[src/pcx_pkg.sv]
// ----------------------------------------------------------------------------
// pcx_pkg
// Types and constants shared by the PCX run-length row decoder.
// ----------------------------------------------------------------------------
`default_nettype none

package pcx_pkg;

  localparam int unsigned ByteW  = 8;
  localparam int unsigned CountW = 6;
  localparam int unsigned PosW   = 16;
  localparam int unsigned CfgIdxW = 1;

  localparam logic [ByteW-1:0] FLAG_MASK = 8'hC0;

  localparam logic [1:0] STATUS_PIXEL = 2'd0;
  localparam logic [1:0] STATUS_JUNK  = 2'd1;
  localparam logic [1:0] STATUS_EOS   = 2'd2;

  localparam logic [CfgIdxW-1:0] CFG_ROW_LEN   = 1'b0;
  localparam logic [CfgIdxW-1:0] CFG_ROW_COUNT = 1'b1;

  typedef struct packed {
    logic [ByteW-1:0] data_byte;
    logic             end_of_stream;
  } in_item_t;

  typedef struct packed {
    logic [ByteW-1:0] pixel_value;
    logic [1:0]       status;
    logic             row_end;
    logic             last_of_run;
  } out_item_t;

  typedef struct packed {
    logic accept;
    logic run_step;
  } cmd_t;

  typedef struct packed {
    logic out_free;
    logic more;
  } sts_t;

endpackage

`default_nettype wire

[src/pcx_stream_if.sv]
// ----------------------------------------------------------------------------
// pcx_stream_if
// Valid/ready channel carrying one payload beat.
// ----------------------------------------------------------------------------
`default_nettype none

interface pcx_stream_if #(
  parameter type payload_t = logic
);
  logic     valid;
  logic     ready;
  payload_t data;

  modport source (output valid, output data, input ready);
  modport sink   (input valid, input data, output ready);
endinterface

`default_nettype wire

[src/pcx_ctrl.sv]
// ----------------------------------------------------------------------------
// pcx_ctrl
// Controller: takes beats when idle, one run pixel a cycle when output is free.
// ----------------------------------------------------------------------------
`default_nettype none

module pcx_ctrl (
  input  wire logic         clk_i,
  input  wire logic         rst_ni,
  input  wire logic         in_valid_i,
  output logic              in_ready_o,
  input  wire pcx_pkg::sts_t sts_i,
  output pcx_pkg::cmd_t     cmd_o
);
  import pcx_pkg::*;

  localparam logic S_IDLE = 1'b0;
  localparam logic S_RUN  = 1'b1;

  logic state_q, state_d;

  always_comb begin
    in_ready_o   = 1'b0;
    cmd_o        = '0;
    state_d      = state_q;
    case (state_q)
      S_IDLE: begin
        in_ready_o   = sts_i.out_free;
        cmd_o.accept = in_valid_i & sts_i.out_free;
        if (cmd_o.accept && sts_i.more) begin
          state_d = S_RUN;
        end
      end
      S_RUN: begin
        cmd_o.run_step = sts_i.out_free;
        if (cmd_o.run_step && !sts_i.more) begin
          state_d = S_IDLE;
        end
      end
      default: state_d = S_IDLE;
    endcase
  end

  always_ff @(posedge clk_i or negedge rst_ni) begin
    if (!rst_ni) begin
      state_q <= S_IDLE;
    end else begin
      state_q <= state_d;
    end
  end

endmodule

`default_nettype wire

[src/pcx_dp.sv]
// ----------------------------------------------------------------------------
// pcx_dp
// Datapath: decode state, row/column counters, config and output register.
// ----------------------------------------------------------------------------
`default_nettype none

module pcx_dp (
  input  wire logic                           clk_i,
  input  wire logic                           rst_ni,
  input  wire logic                           cfg_we_i,
  input  wire logic [pcx_pkg::CfgIdxW-1:0]    cfg_idx_i,
  input  wire logic [pcx_pkg::PosW-1:0]       cfg_wdata_i,
  input  wire pcx_pkg::in_item_t              in_data_i,
  input  wire pcx_pkg::cmd_t                  cmd_i,
  output pcx_pkg::sts_t                       sts_o,
  input  wire logic                           out_ready_i,
  output logic                                out_valid_o,
  output pcx_pkg::out_item_t                  out_data_o
);
  import pcx_pkg::*;

  logic [PosW-1:0]   bpr_q, rows_q;
  logic              pending_q, pending_d;
  logic [CountW-1:0] rep_q, rep_d;
  logic [PosW-1:0]   col_q, col_d, row_q, row_d;
  logic              stopped_q, stopped_d;
  logic [CountW-1:0] rem_q, rem_d;
  logic [ByteW-1:0]  pix_q, pix_d;
  logic              out_valid_q, out_valid_d;
  out_item_t         out_q, out_d;

  logic              live, is_count, run_start, step, junk, wrap, eos_err;
  logic [CountW-1:0] times_in, step_times;
  logic [ByteW-1:0]  step_pix;
  logic [PosW-1:0]   col_inc;

  assign live      = cmd_i.accept & ~stopped_q;
  assign is_count  = (in_data_i.data_byte & FLAG_MASK) == FLAG_MASK;
  assign times_in  = pending_q ? rep_q : CountW'(1);
  assign run_start = live & ~in_data_i.end_of_stream &
                     (pending_q ? (rep_q != '0) : ~is_count);
  assign eos_err   = live & in_data_i.end_of_stream & pending_q;
  assign step      = run_start | cmd_i.run_step;
  assign step_times = cmd_i.run_step ? rem_q : times_in;
  assign step_pix  = cmd_i.run_step ? pix_q : ~in_data_i.data_byte;
  assign junk      = row_q >= rows_q;
  assign col_inc   = col_q + PosW'(1);
  assign wrap      = col_inc == bpr_q;

  assign sts_o.out_free = ~out_valid_q | out_ready_i;
  assign sts_o.more     = step & ~junk & (step_times != CountW'(1));

  always_comb begin
    pending_d   = pending_q;
    rep_d       = rep_q;
    col_d       = col_q;
    row_d       = row_q;
    stopped_d   = stopped_q;
    rem_d       = rem_q;
    pix_d       = pix_q;
    out_d       = out_q;
    out_valid_d = out_valid_q & ~out_ready_i;

    if (live) begin
      if (in_data_i.end_of_stream || pending_q) begin
        pending_d = 1'b0;
        rep_d     = '0;
      end else if (is_count) begin
        pending_d = 1'b1;
        rep_d     = in_data_i.data_byte[CountW-1:0];
      end
    end

    if (eos_err) begin
      out_valid_d = 1'b1;
      out_d       = '{pixel_value: '0, status: STATUS_EOS, row_end: 1'b0,
                      last_of_run: 1'b1};
    end

    if (step) begin
      out_valid_d = 1'b1;
      rem_d       = step_times - CountW'(1);
      pix_d       = step_pix;
      if (junk) begin
        stopped_d = 1'b1;
        out_d     = '{pixel_value: '0, status: STATUS_JUNK, row_end: 1'b0,
                      last_of_run: 1'b1};
      end else begin
        col_d = wrap ? '0 : col_inc;
        if (wrap) begin
          row_d = row_q + PosW'(1);
        end
        out_d = '{pixel_value: step_pix, status: STATUS_PIXEL, row_end: wrap,
                  last_of_run: step_times == CountW'(1)};
      end
    end
  end

  always_ff @(posedge clk_i or negedge rst_ni) begin
    if (!rst_ni) begin
      bpr_q       <= PosW'(1);
      rows_q      <= PosW'(1);
      pending_q   <= 1'b0;
      rep_q       <= '0;
      col_q       <= '0;
      row_q       <= '0;
      stopped_q   <= 1'b0;
      out_valid_q <= 1'b0;
    end else begin
      if (cfg_we_i) begin
        case (cfg_idx_i)
          CFG_ROW_LEN:   bpr_q  <= cfg_wdata_i;
          CFG_ROW_COUNT: rows_q <= cfg_wdata_i;
          default: ;
        endcase
      end
      pending_q   <= pending_d;
      rep_q       <= rep_d;
      col_q       <= col_d;
      row_q       <= row_d;
      stopped_q   <= stopped_d;
      out_valid_q <= out_valid_d;
    end
  end

  always_ff @(posedge clk_i) begin
    rem_q <= rem_d;
    pix_q <= pix_d;
    out_q <= out_d;
  end

  assign out_valid_o = out_valid_q;
  assign out_data_o  = out_q;

endmodule

`default_nettype wire

[src/pcx_rle_row_decoder.sv]
// ----------------------------------------------------------------------------
// pcx_rle_row_decoder
// PCX run-length decoder that emits inverted pixels counted into rows.
// ----------------------------------------------------------------------------
//  port     dir  beat
//  in_i     in   data_byte[7:0], end_of_stream
//  out_o    out  pixel_value[7:0], status[1:0], row_end, last_of_run
//  cfg_*    in   write-only: 0 row length, 1 row_count (16 bit)
//
//  A literal byte or a count byte is taken on its own beat; a run's first
//  pixel comes on the beat that carries the run byte, with input stalled
//  for the rest: one pixel per cycle from the run stepper when out is free.
//  Results sit in a registered output stage; input is taken while it drains.
//  Reset clears all state but stepper and output data; both registers go to 1.
// ----------------------------------------------------------------------------
`default_nettype none

module pcx_rle_row_decoder (
  input  wire logic                        clk_i,
  input  wire logic                        rst_ni,
  input  wire logic                        cfg_we_i,
  input  wire logic [pcx_pkg::CfgIdxW-1:0] cfg_idx_i,
  input  wire logic [pcx_pkg::PosW-1:0]    cfg_wdata_i,
  pcx_stream_if.sink                       in_i,
  pcx_stream_if.source                     out_o
);
  import pcx_pkg::*;

  cmd_t      cmd;
  sts_t      sts;
  logic      out_valid;
  out_item_t out_data;
  in_item_t  in_data;

  assign in_data = in_i.data;

  pcx_ctrl u_ctrl (
    .clk_i      (clk_i),
    .rst_ni     (rst_ni),
    .in_valid_i (in_i.valid),
    .in_ready_o (in_i.ready),
    .sts_i      (sts),
    .cmd_o      (cmd)
  );

  pcx_dp u_dp (
    .clk_i       (clk_i),
    .rst_ni      (rst_ni),
    .cfg_we_i    (cfg_we_i),
    .cfg_idx_i   (cfg_idx_i),
    .cfg_wdata_i (cfg_wdata_i),
    .in_data_i   (in_data),
    .cmd_i       (cmd),
    .sts_o       (sts),
    .out_ready_i (out_o.ready),
    .out_valid_o (out_valid),
    .out_data_o  (out_data)
  );

  assign out_o.valid = out_valid;
  assign out_o.data  = out_data;

endmodule

`default_nettype wire

[src/flat_wrapper.sv]
// flat-port wrapper written by rule: the top's interface ports become plain ports
module pcx_rle_row_decoder_flat import pcx_pkg::*;
  (clk_i, rst_ni, cfg_we_i, cfg_idx_i, cfg_wdata_i, in_i_valid, in_i_data, in_i_ready, out_o_valid, out_o_data, out_o_ready);
  pcx_stream_if #(.payload_t(in_item_t)) in_i_i ();
  pcx_stream_if #(.payload_t(out_item_t)) out_o_i ();
  input  wire logic clk_i;
  input  wire logic rst_ni;
  input  wire logic cfg_we_i;
  input  wire logic [pcx_pkg::CfgIdxW-1:0] cfg_idx_i;
  input  wire logic [pcx_pkg::PosW-1:0] cfg_wdata_i;
  input wire logic [$bits(in_i_i.valid)-1:0] in_i_valid;
  input wire logic [$bits(in_i_i.data)-1:0] in_i_data;
  output wire logic [$bits(in_i_i.ready)-1:0] in_i_ready;
  output wire logic [$bits(out_o_i.valid)-1:0] out_o_valid;
  output wire logic [$bits(out_o_i.data)-1:0] out_o_data;
  input wire logic [$bits(out_o_i.ready)-1:0] out_o_ready;
  assign in_i_i.valid = in_i_valid;
  assign in_i_i.data = in_i_data;
  assign in_i_ready = in_i_i.ready;
  assign out_o_valid = out_o_i.valid;
  assign out_o_data = out_o_i.data;
  assign out_o_i.ready = out_o_ready;
  pcx_rle_row_decoder u_core (.clk_i(clk_i), .rst_ni(rst_ni), .cfg_we_i(cfg_we_i), .cfg_idx_i(cfg_idx_i), .cfg_wdata_i(cfg_wdata_i), .in_i(in_i_i), .out_o(out_o_i));
endmodule
[config.mk]
export PLATFORM = sky130hd
export DESIGN_NAME = pcx_rle_row_decoder_flat
export DESIGN_NICKNAME = d
export VERILOG_FILES = /design/src/pcx_pkg.sv /design/src/pcx_stream_if.sv /design/src/pcx_ctrl.sv /design/src/pcx_dp.sv /design/src/pcx_rle_row_decoder.sv /design/src/flat_wrapper.sv
export SDC_FILE = /design/constraint.sdc
export NUM_CORES = 1
export LEC_CHECK = 0
export ABC_AREA = 1
export BUFFER_PORTS_ARGS = -buffer_cell sky130_fd_sc_hd__buf_4
export CAP_MARGIN = 30
export CORE_MARGIN = 1.5
export CORE_UTILIZATION = 42
export DETAILED_ROUTE_END_ITERATION = 10
export PLACE_DENSITY_LB_ADDON = 0.1
export SYNTH_ARGS = -nofsm -noshare
export SYNTH_HDL_FRONTEND = slang
export SYNTH_SLANG_ARGS = --single-unit
[constraint.sdc]
create_clock -name clk_i -period 2.8 [get_ports clk_i]
set_input_delay 0.7 -clock clk_i [delete_from_list [all_inputs] [get_ports clk_i]]
set_output_delay 0.7 -clock clk_i [all_outputs]
set_load 0.01 [all_outputs]
==> results of run 1 <==
## final cells by class
cell class / instances / share of cell area [%]
clock buffer: 9 / 3.38
clock inverter: 7 / 1.13
inverter: 102 / 5.75
multi-input combinational: 497 / 40.5
sequential: 100 / 39.6
tap: 176 / 3.31
timing repair buffer: 54 / 6.28
## registers in the layout, indices dropped and copies added, names as in the netlist
name,flops
u_core.u_dp.out_data_o,12
u_core.u_dp.col_q,16
u_core.u_dp.rows_q,16
u_core.u_dp.out_valid_o,1
u_core.u_dp.rem_q,6
u_core.u_dp.bpr_q,16
u_core.u_dp.stopped_q,1
u_core.u_dp.pix_q,8
u_core.u_dp.pending_q,1
u_core.u_dp.row_q,16
u_core.u_ctrl.state_q,1
u_core.u_dp.rep_q,6
## per-layer routing
metal / GRT usage (%) / vias up / part of all wire [%] / routed length [um]
met5: 0 / - / 0 / 0
met4: 6.32 / 0 / 1.3 / 174
met3: 3.44 / 13 / 3.7 / 501
met2: 31.6 / 85 / 45 / 6040
met1: 27.8 / 2140 / 50 / 6690
li1: - / 2439 / - / -
## worst min-delay path by stage
| stage | start | endpoint | slack, ps | cells past startpoint |
|---|---|---|---|---|
| detailed placement | u_core.u_dp.stopped_q | u_core.u_dp.stopped_q | 450 | 2 |
| finish | rst_ni | u_core.u_dp.col_q[5] | 310 | 1 |
| global placement | u_core.u_dp.stopped_q | u_core.u_dp.stopped_q | 440 | 2 |
| floorplan | rst_ni | u_core.u_ctrl.state_q | 400 | 0 |
| CTS | u_core.u_dp.stopped_q | u_core.u_dp.stopped_q | 460 | 2 |
| global route | rst_ni | u_core.u_dp.col_q[4] | 350 | 1 |
## critical path: stages, from the launching register on
cell	delay, ps
dfrtp_1	430
ha_1	280
nand2_2	110
inv_1	80
o21ai_0	140
nand2_1	60
nor2_1	140
nand2_1	90
nor2_2	160
nand3_4	110
nor2_8	270
nand3_4	250
nand2_1	120
nand2_1	60
## placed cells by master, fill, tap and decap left out, drive strengths merged
master,netlist,layout
nand2,213,213
inv,102,104
dfrtp,72,72
o21ai,63,63
nand3,60,60
buf,9,54
nor2,52,52
nand4,33,33
edfxtp,26,26
ha,20,20
xor2,13,13
a21oi,12,12
nor3,10,10
clkbuf,11,9
nand3b,7,7
xnor2,7,7
nor4,3,3
clkinv,0,3
dfstp,2,2
a31oi,1,1
a21o,1,1
a21boi,1,1
and2,1,1
clkinvlp,0,1
bufinv,0,1
## power by group through the flow
stage	Combinational (mW)	Sequential, mW	Clock, mW
after floorplan	0.183	1.61	0
after global placement	0.275	1.63	0
after detailed placement	0.283	1.63	0
after CTS	0.285	1.60	1.32
after global routing	0.331	1.61	1.39
final	0.283	1.60	1.29
## through the flow
stage / total power [mW] / setup slack [ps] / instance area, um^2
2_1_floorplan: 1.79 / 299 / 5820
3_3_place_gp: 1.90 / 429 / 6330
3_5_place_dp: 1.91 / 371 / 6330
4_1_cts: 3.21 / 357 / 6630
5_1_grt: 3.33 / 55.6 / 6650
6_report: 3.17 / 368 / 6650
## logic make-up after synthesis
logic type                 after synthesis
DFF                                    100
buffers and inverters                  122
and+or+nand+nor                        379
AOI/OAI and AO/OA                       78
xor gates and xnor gates                20
adders and majority gates               20
==> results.cfg, run 1 <==
[run_status]
status = complete, no violations

[yosys]
syn-num-nets = 770
yosys_warnings = 0
ys_seq_area_share_pct = 45.3
synth_ff_type = dfrtp_1
synthTopCellsByArea = dfrtp_1 31%, edfxtp_1 13%, nand2_1 13%, inv_1 6.4%, o21ai_0 5.2%
synth_most_common_cell = nand2_1
synth-compound-area-share_pct = 6.81
synth_fa_ha_area_share_pct = 4.30
synth_common_cells = 195 x nand2_1, 100 x inv_1, 72 x dfrtp_1
synth_top_family_by_area = simple AND/OR/NAND/NOR gates
synth_edf_count = 26
synth.distinct_cells = 34
yosysTopAreaCell = dfrtp_1
ys_ff_latch = 100
async_reset_ff_share_pct = 74.0
yosysTopAreaCellShare_pct = 31.0
synth_cells = 719
synth_xor_area_share_pct = 3.01
netlist_area_mm2 = 0.00582
synthSimpleGateAreaFrac_pct = 32.2
synth_area_per_cell_um2 = 8.10
synthMuxAreaShare_pct = 0

[grt]
grt_pass1_vias = 4647
grt_max_degree = 74
grt_antenna_before_repair = 0
grt_pass1_wl_um = 22700
grt.overflow.total = 0
track_usage_pct = 19.9

[job]
drv_cap = 0

[clock_network]
htreeDepth = 3
cts_setup_buffers = 0
tritoncts = built
clock-sinks = 100
clkTransAtPathRegs_ps = 70
root_buffer = clkbuf_16
insertion_delay_ps = 350
ctsResizeCount = 0
postCtsHoldBufs = 0
cts_max_path_buffers = 2
numCtsBuffers = 9

[final_layout]
n_fill_cell = 1311
antennaDiodeCount = 0
multi_input_area_mm2 = 0.00270
stdcell_count = 945
num-nets-final = 815
final_util_pct = 49.7
areaGrowthSynthToFinish_pct = 14.3
register_area_mm2 = 0.00264
drive_above_1_share_pct = 14.4

[power_and_ir_drop]
internal_power_mw = 2.36
switchingPower_mw = 0.809
pwr-share-seq_pct = 50.5
vdd_ir_drop_max_uv = 261
p_per_area_mw_per_mm2 = 477
pwr-share-comb_pct = 8.9
swShare_pct = 25.5
clockPowerShare_pct = 40.6
cellLeakagePower_nw = 3.43

[timing]
setup_viol = 0
max-slew-margin-rel_pct = 42.8
finalHoldViolCount = 0
skew_ps = 9.05
whs_ps = 309
tightest_slew_ps = 856
setup_tns_ps = 0
rsz0062_at_grt = false
finalCritPeriodShare_pct = 86.9
slew_violations = 0
min_period_ps = 2430
max_freq_mhz = 411

[placed_design]
io_buffer_count = 44
dp_cells = 928
hpwl_um = 9860
gp_congestion = 0.825

[setup_path]
ff2ff_path_depth = 13
cp_data_required_time_ps = 3040
reg2reg_slack_ps = 370
critPathKind = flop to flop
cp-start-kind = flop
arrival_ps = 2670
cp_max_fo = 18
reg2reg_from = u_core.u_dp.col_q[0]
startpoint = u_core.u_dp.col_q[0]
endpoint = u_core.u_dp.row_q[3]
r2r_end = u_core.u_dp.row_q[3]
end_kind = flop

[route]
vias_per_cell = 4.95
totalWireLength_um = 13400
first_iter_violations = 368
drc_errors = 0
dr.pass1.iters = 4
ant_nets = 0
vias = 4677
wl_per_cell_um = 14.2

[hold_path]
min_path_type = input pin to async pin

[die]
die_h_um = 121
rows = 42
die-area_mm2 = 0.0146
pin_count = 45
start_util_pct = 43.4
die_x_um = 121
coreArea_mm2 = 0.0134
Power figures use the tool's default switching activity.
==> run 2, diff against run 1 <==
--- a/config.mk
+++ b/config.mk
@@ -8,8 +8,9 @@
 export ABC_AREA = 1
 export BUFFER_PORTS_ARGS = -buffer_cell sky130_fd_sc_hd__buf_4
 export CAP_MARGIN = 30
+export CORE_ASPECT_RATIO = 1.2
 export CORE_MARGIN = 1.5
-export CORE_UTILIZATION = 42
+export CORE_UTILIZATION = 61
 export DETAILED_ROUTE_END_ITERATION = 10
 export PLACE_DENSITY_LB_ADDON = 0.1
 export SYNTH_ARGS = -nofsm -noshare
==> run 2 against run 1 <==
  * Clock-buffer cell count is 2 higher
  * Final area shrank 3.0%
  * Via count grew 3.2%
  * Largest cell class unchanged
==> results.cfg, run 2 (synthesized netlist as in run 1, its figures left out) <==
[setup_path]
cp_max_fo = 18
cp-start-kind = flop
end_kind = flop
crit_path_cell_trace = ha_1 > nand2_2 > inv_1 > o21ai_0 > nand2_1 > nor2_1 > nand2_1 > nor2_2 > nand3_4 > nor2_8 > nand3_4 > nand2_1 > nand2_1
crit_top_cell = nand2_1
cp_data_required_time_ps = 3060
slowest_delay_ps = 440
ff2ff_path_depth = 13
r2r_end = u_core.u_dp.row_q[10]
critPathKind = flop to flop
reg2reg_from = u_core.u_dp.col_q[0]
arrival_ps = 2730
endpoint = u_core.u_dp.row_q[10]
cp.depth = 13
path_delay_family = simple AND/OR/NAND/NOR gates
reg2reg_slack_ps = 330
crit_buf_inv = 1
startpoint = u_core.u_dp.col_q[0]
slowest_stage = dfrtp_1

[run_status]
status = complete, no violations

[grt]
grt.overflow.total = 0
grt_max_degree = 37
grt_pass1_wl_um = 21200
use_met3_pct = 3.98
grt_antenna_before_repair = 0
grt_busiest_layer = met2
track_usage_pct = 27.0
grt_use_met1_pct = 35.6
grt_pass1_vias = 4594
grt_use_met2_pct = 44.3

[power_and_ir_drop]
p_per_area_mw_per_mm2 = 434
clockPowerShare_pct = 32.8
switchingPower_mw = 0.723
pwr-share-comb_pct = 10.2
swShare_pct = 25.8
cellLeakagePower_nw = 3.37
vdd_ir_drop_max_uv = 428
internal_power_mw = 2.08
pwr-share-seq_pct = 57.1

[final_layout]
n_fill_cell = 766
areaGrowthSynthToFinish_pct = 10.9
drive_above_1_share_pct = 14.2
final_cell_mix = 195 x nand2_1, 100 x inv_1, 72 x dfrtp_1
antennaDiodeCount = 0
final_common_cell = nand2_1
num-nets-final = 814

[clock_network]
cts_max_path_buffers = 2
root_buffer = clkbuf_8
insertion_delay_ps = 370
tritoncts = built
postCtsHoldBufs = 0
clock-sinks = 100
clkTransAtPathRegs_ps = 90
cts_setup_buffers = 0
numCtsBuffers = 9
ctsResizeCount = 0
htreeDepth = 3

[die]
die_h_um = 110
die_x_um = 92.2
coreArea_mm2 = 0.00918
die-area_mm2 = 0.0101
pin_count = 45
start_util_pct = 63.4
rows = 38

[placed_design]
io_buffer_count = 44
hpwl_um = 9360
dp_slack_ps = 371
gp_congestion = 0.903

[route]
ant_nets = 0
wl_per_cell_um = 14.3
vias = 4825
vias_per_cell = 5.43
dr.pass1.iters = 5
drc_errors = 0
first_iter_violations = 300
totalWireLength_um = 12700

[hold_path]
min_path_type = input pin to async pin

[timing]
max_freq_mhz = 406
slew_violations = 0
whs_ps = 273
rsz0062_at_grt = false
skew_ps = 7.12
setup_viol = 0
finalHoldViolCount = 0
finalCritPeriodShare_pct = 88.0
max-slew-margin-rel_pct = 40.7
min_period_ps = 2470
setup_tns_ps = 0
tightest_slew_ps = 887
setup_ws_ps = 335

[job]
drv_cap = 0
-- run 2: final cells by class --
cell class	count	area, um^2	area share (%)
multi-input cells	497	2700	41.8
flip-flops and latches	100	2640	40.8
repair buffers	53	398	6.16
inverters	102	383	5.93
well taps	120	150	2.33
clock buffers	11	131	2.04
clock inverters	5	60.1	0.930
-- run 2: how the worst min path moves through the flow --
stage	start	end	slack (ps)	cells past startpoint
2_1_floorplan	rst_ni	u_core.u_ctrl.state_q	400	0
3_3_place_gp	u_core.u_dp.stopped_q	u_core.u_dp.stopped_q	440	2
3_5_place_dp	u_core.u_dp.stopped_q	u_core.u_dp.stopped_q	450	2
4_1_cts	rst_ni	u_core.u_dp.col_q[7]	290	1
5_1_grt	rst_ni	u_core.u_dp.col_q[7]	310	1
6_report	rst_ni	u_core.u_dp.col_q[7]	270	1
-- run 2: power by group through the flow --
stage	logic, mW	registers [mW]	clock network [mW]
5_1_grt	0.330	1.61	1.00
3_5_place_dp	0.285	1.63	0
4_1_cts	0.288	1.60	0.941
2_1_floorplan	0.183	1.61	0
6_report	0.285	1.60	0.919
3_3_place_gp	0.272	1.63	0
-- run 2: worst reg2reg max path: stages (launching register included) --
cell and delay (ps):
dfrtp_1 440, ha_1 280, nand2_2 120, inv_1 100, o21ai_0 180, nand2_1 70
nor2_1 140, nand2_1 80, nor2_2 150, nand3_4 100, nor2_8 260, nand3_4 250
nand2_1 120, nand2_1 60
-- run 2: routing by layer --
layer  vias to the layer above  wire length [um]
li1                       2425                 -
met1                      2231              5770
met2                       141              6000
met3                        28               596
met4                         0               331
met5                         -                 0
-- run 2: stage by stage --
| step | instance area (um^2) | instances | total power [mW] | utilization [%] |
|---|---|---|---|---|
| detailed placement | 6260 | 872 | 1.91 | 68.3 |
| floorplan | 5820 | 719 | 1.79 | - |
| global route | 6450 | 888 | 2.94 | 70.3 |
| CTS | 6450 | 888 | 2.83 | 70.3 |
| finish | 6450 | 888 | 2.80 | 70.3 |
| global placement | 6260 | 872 | 1.90 | 68.3 |
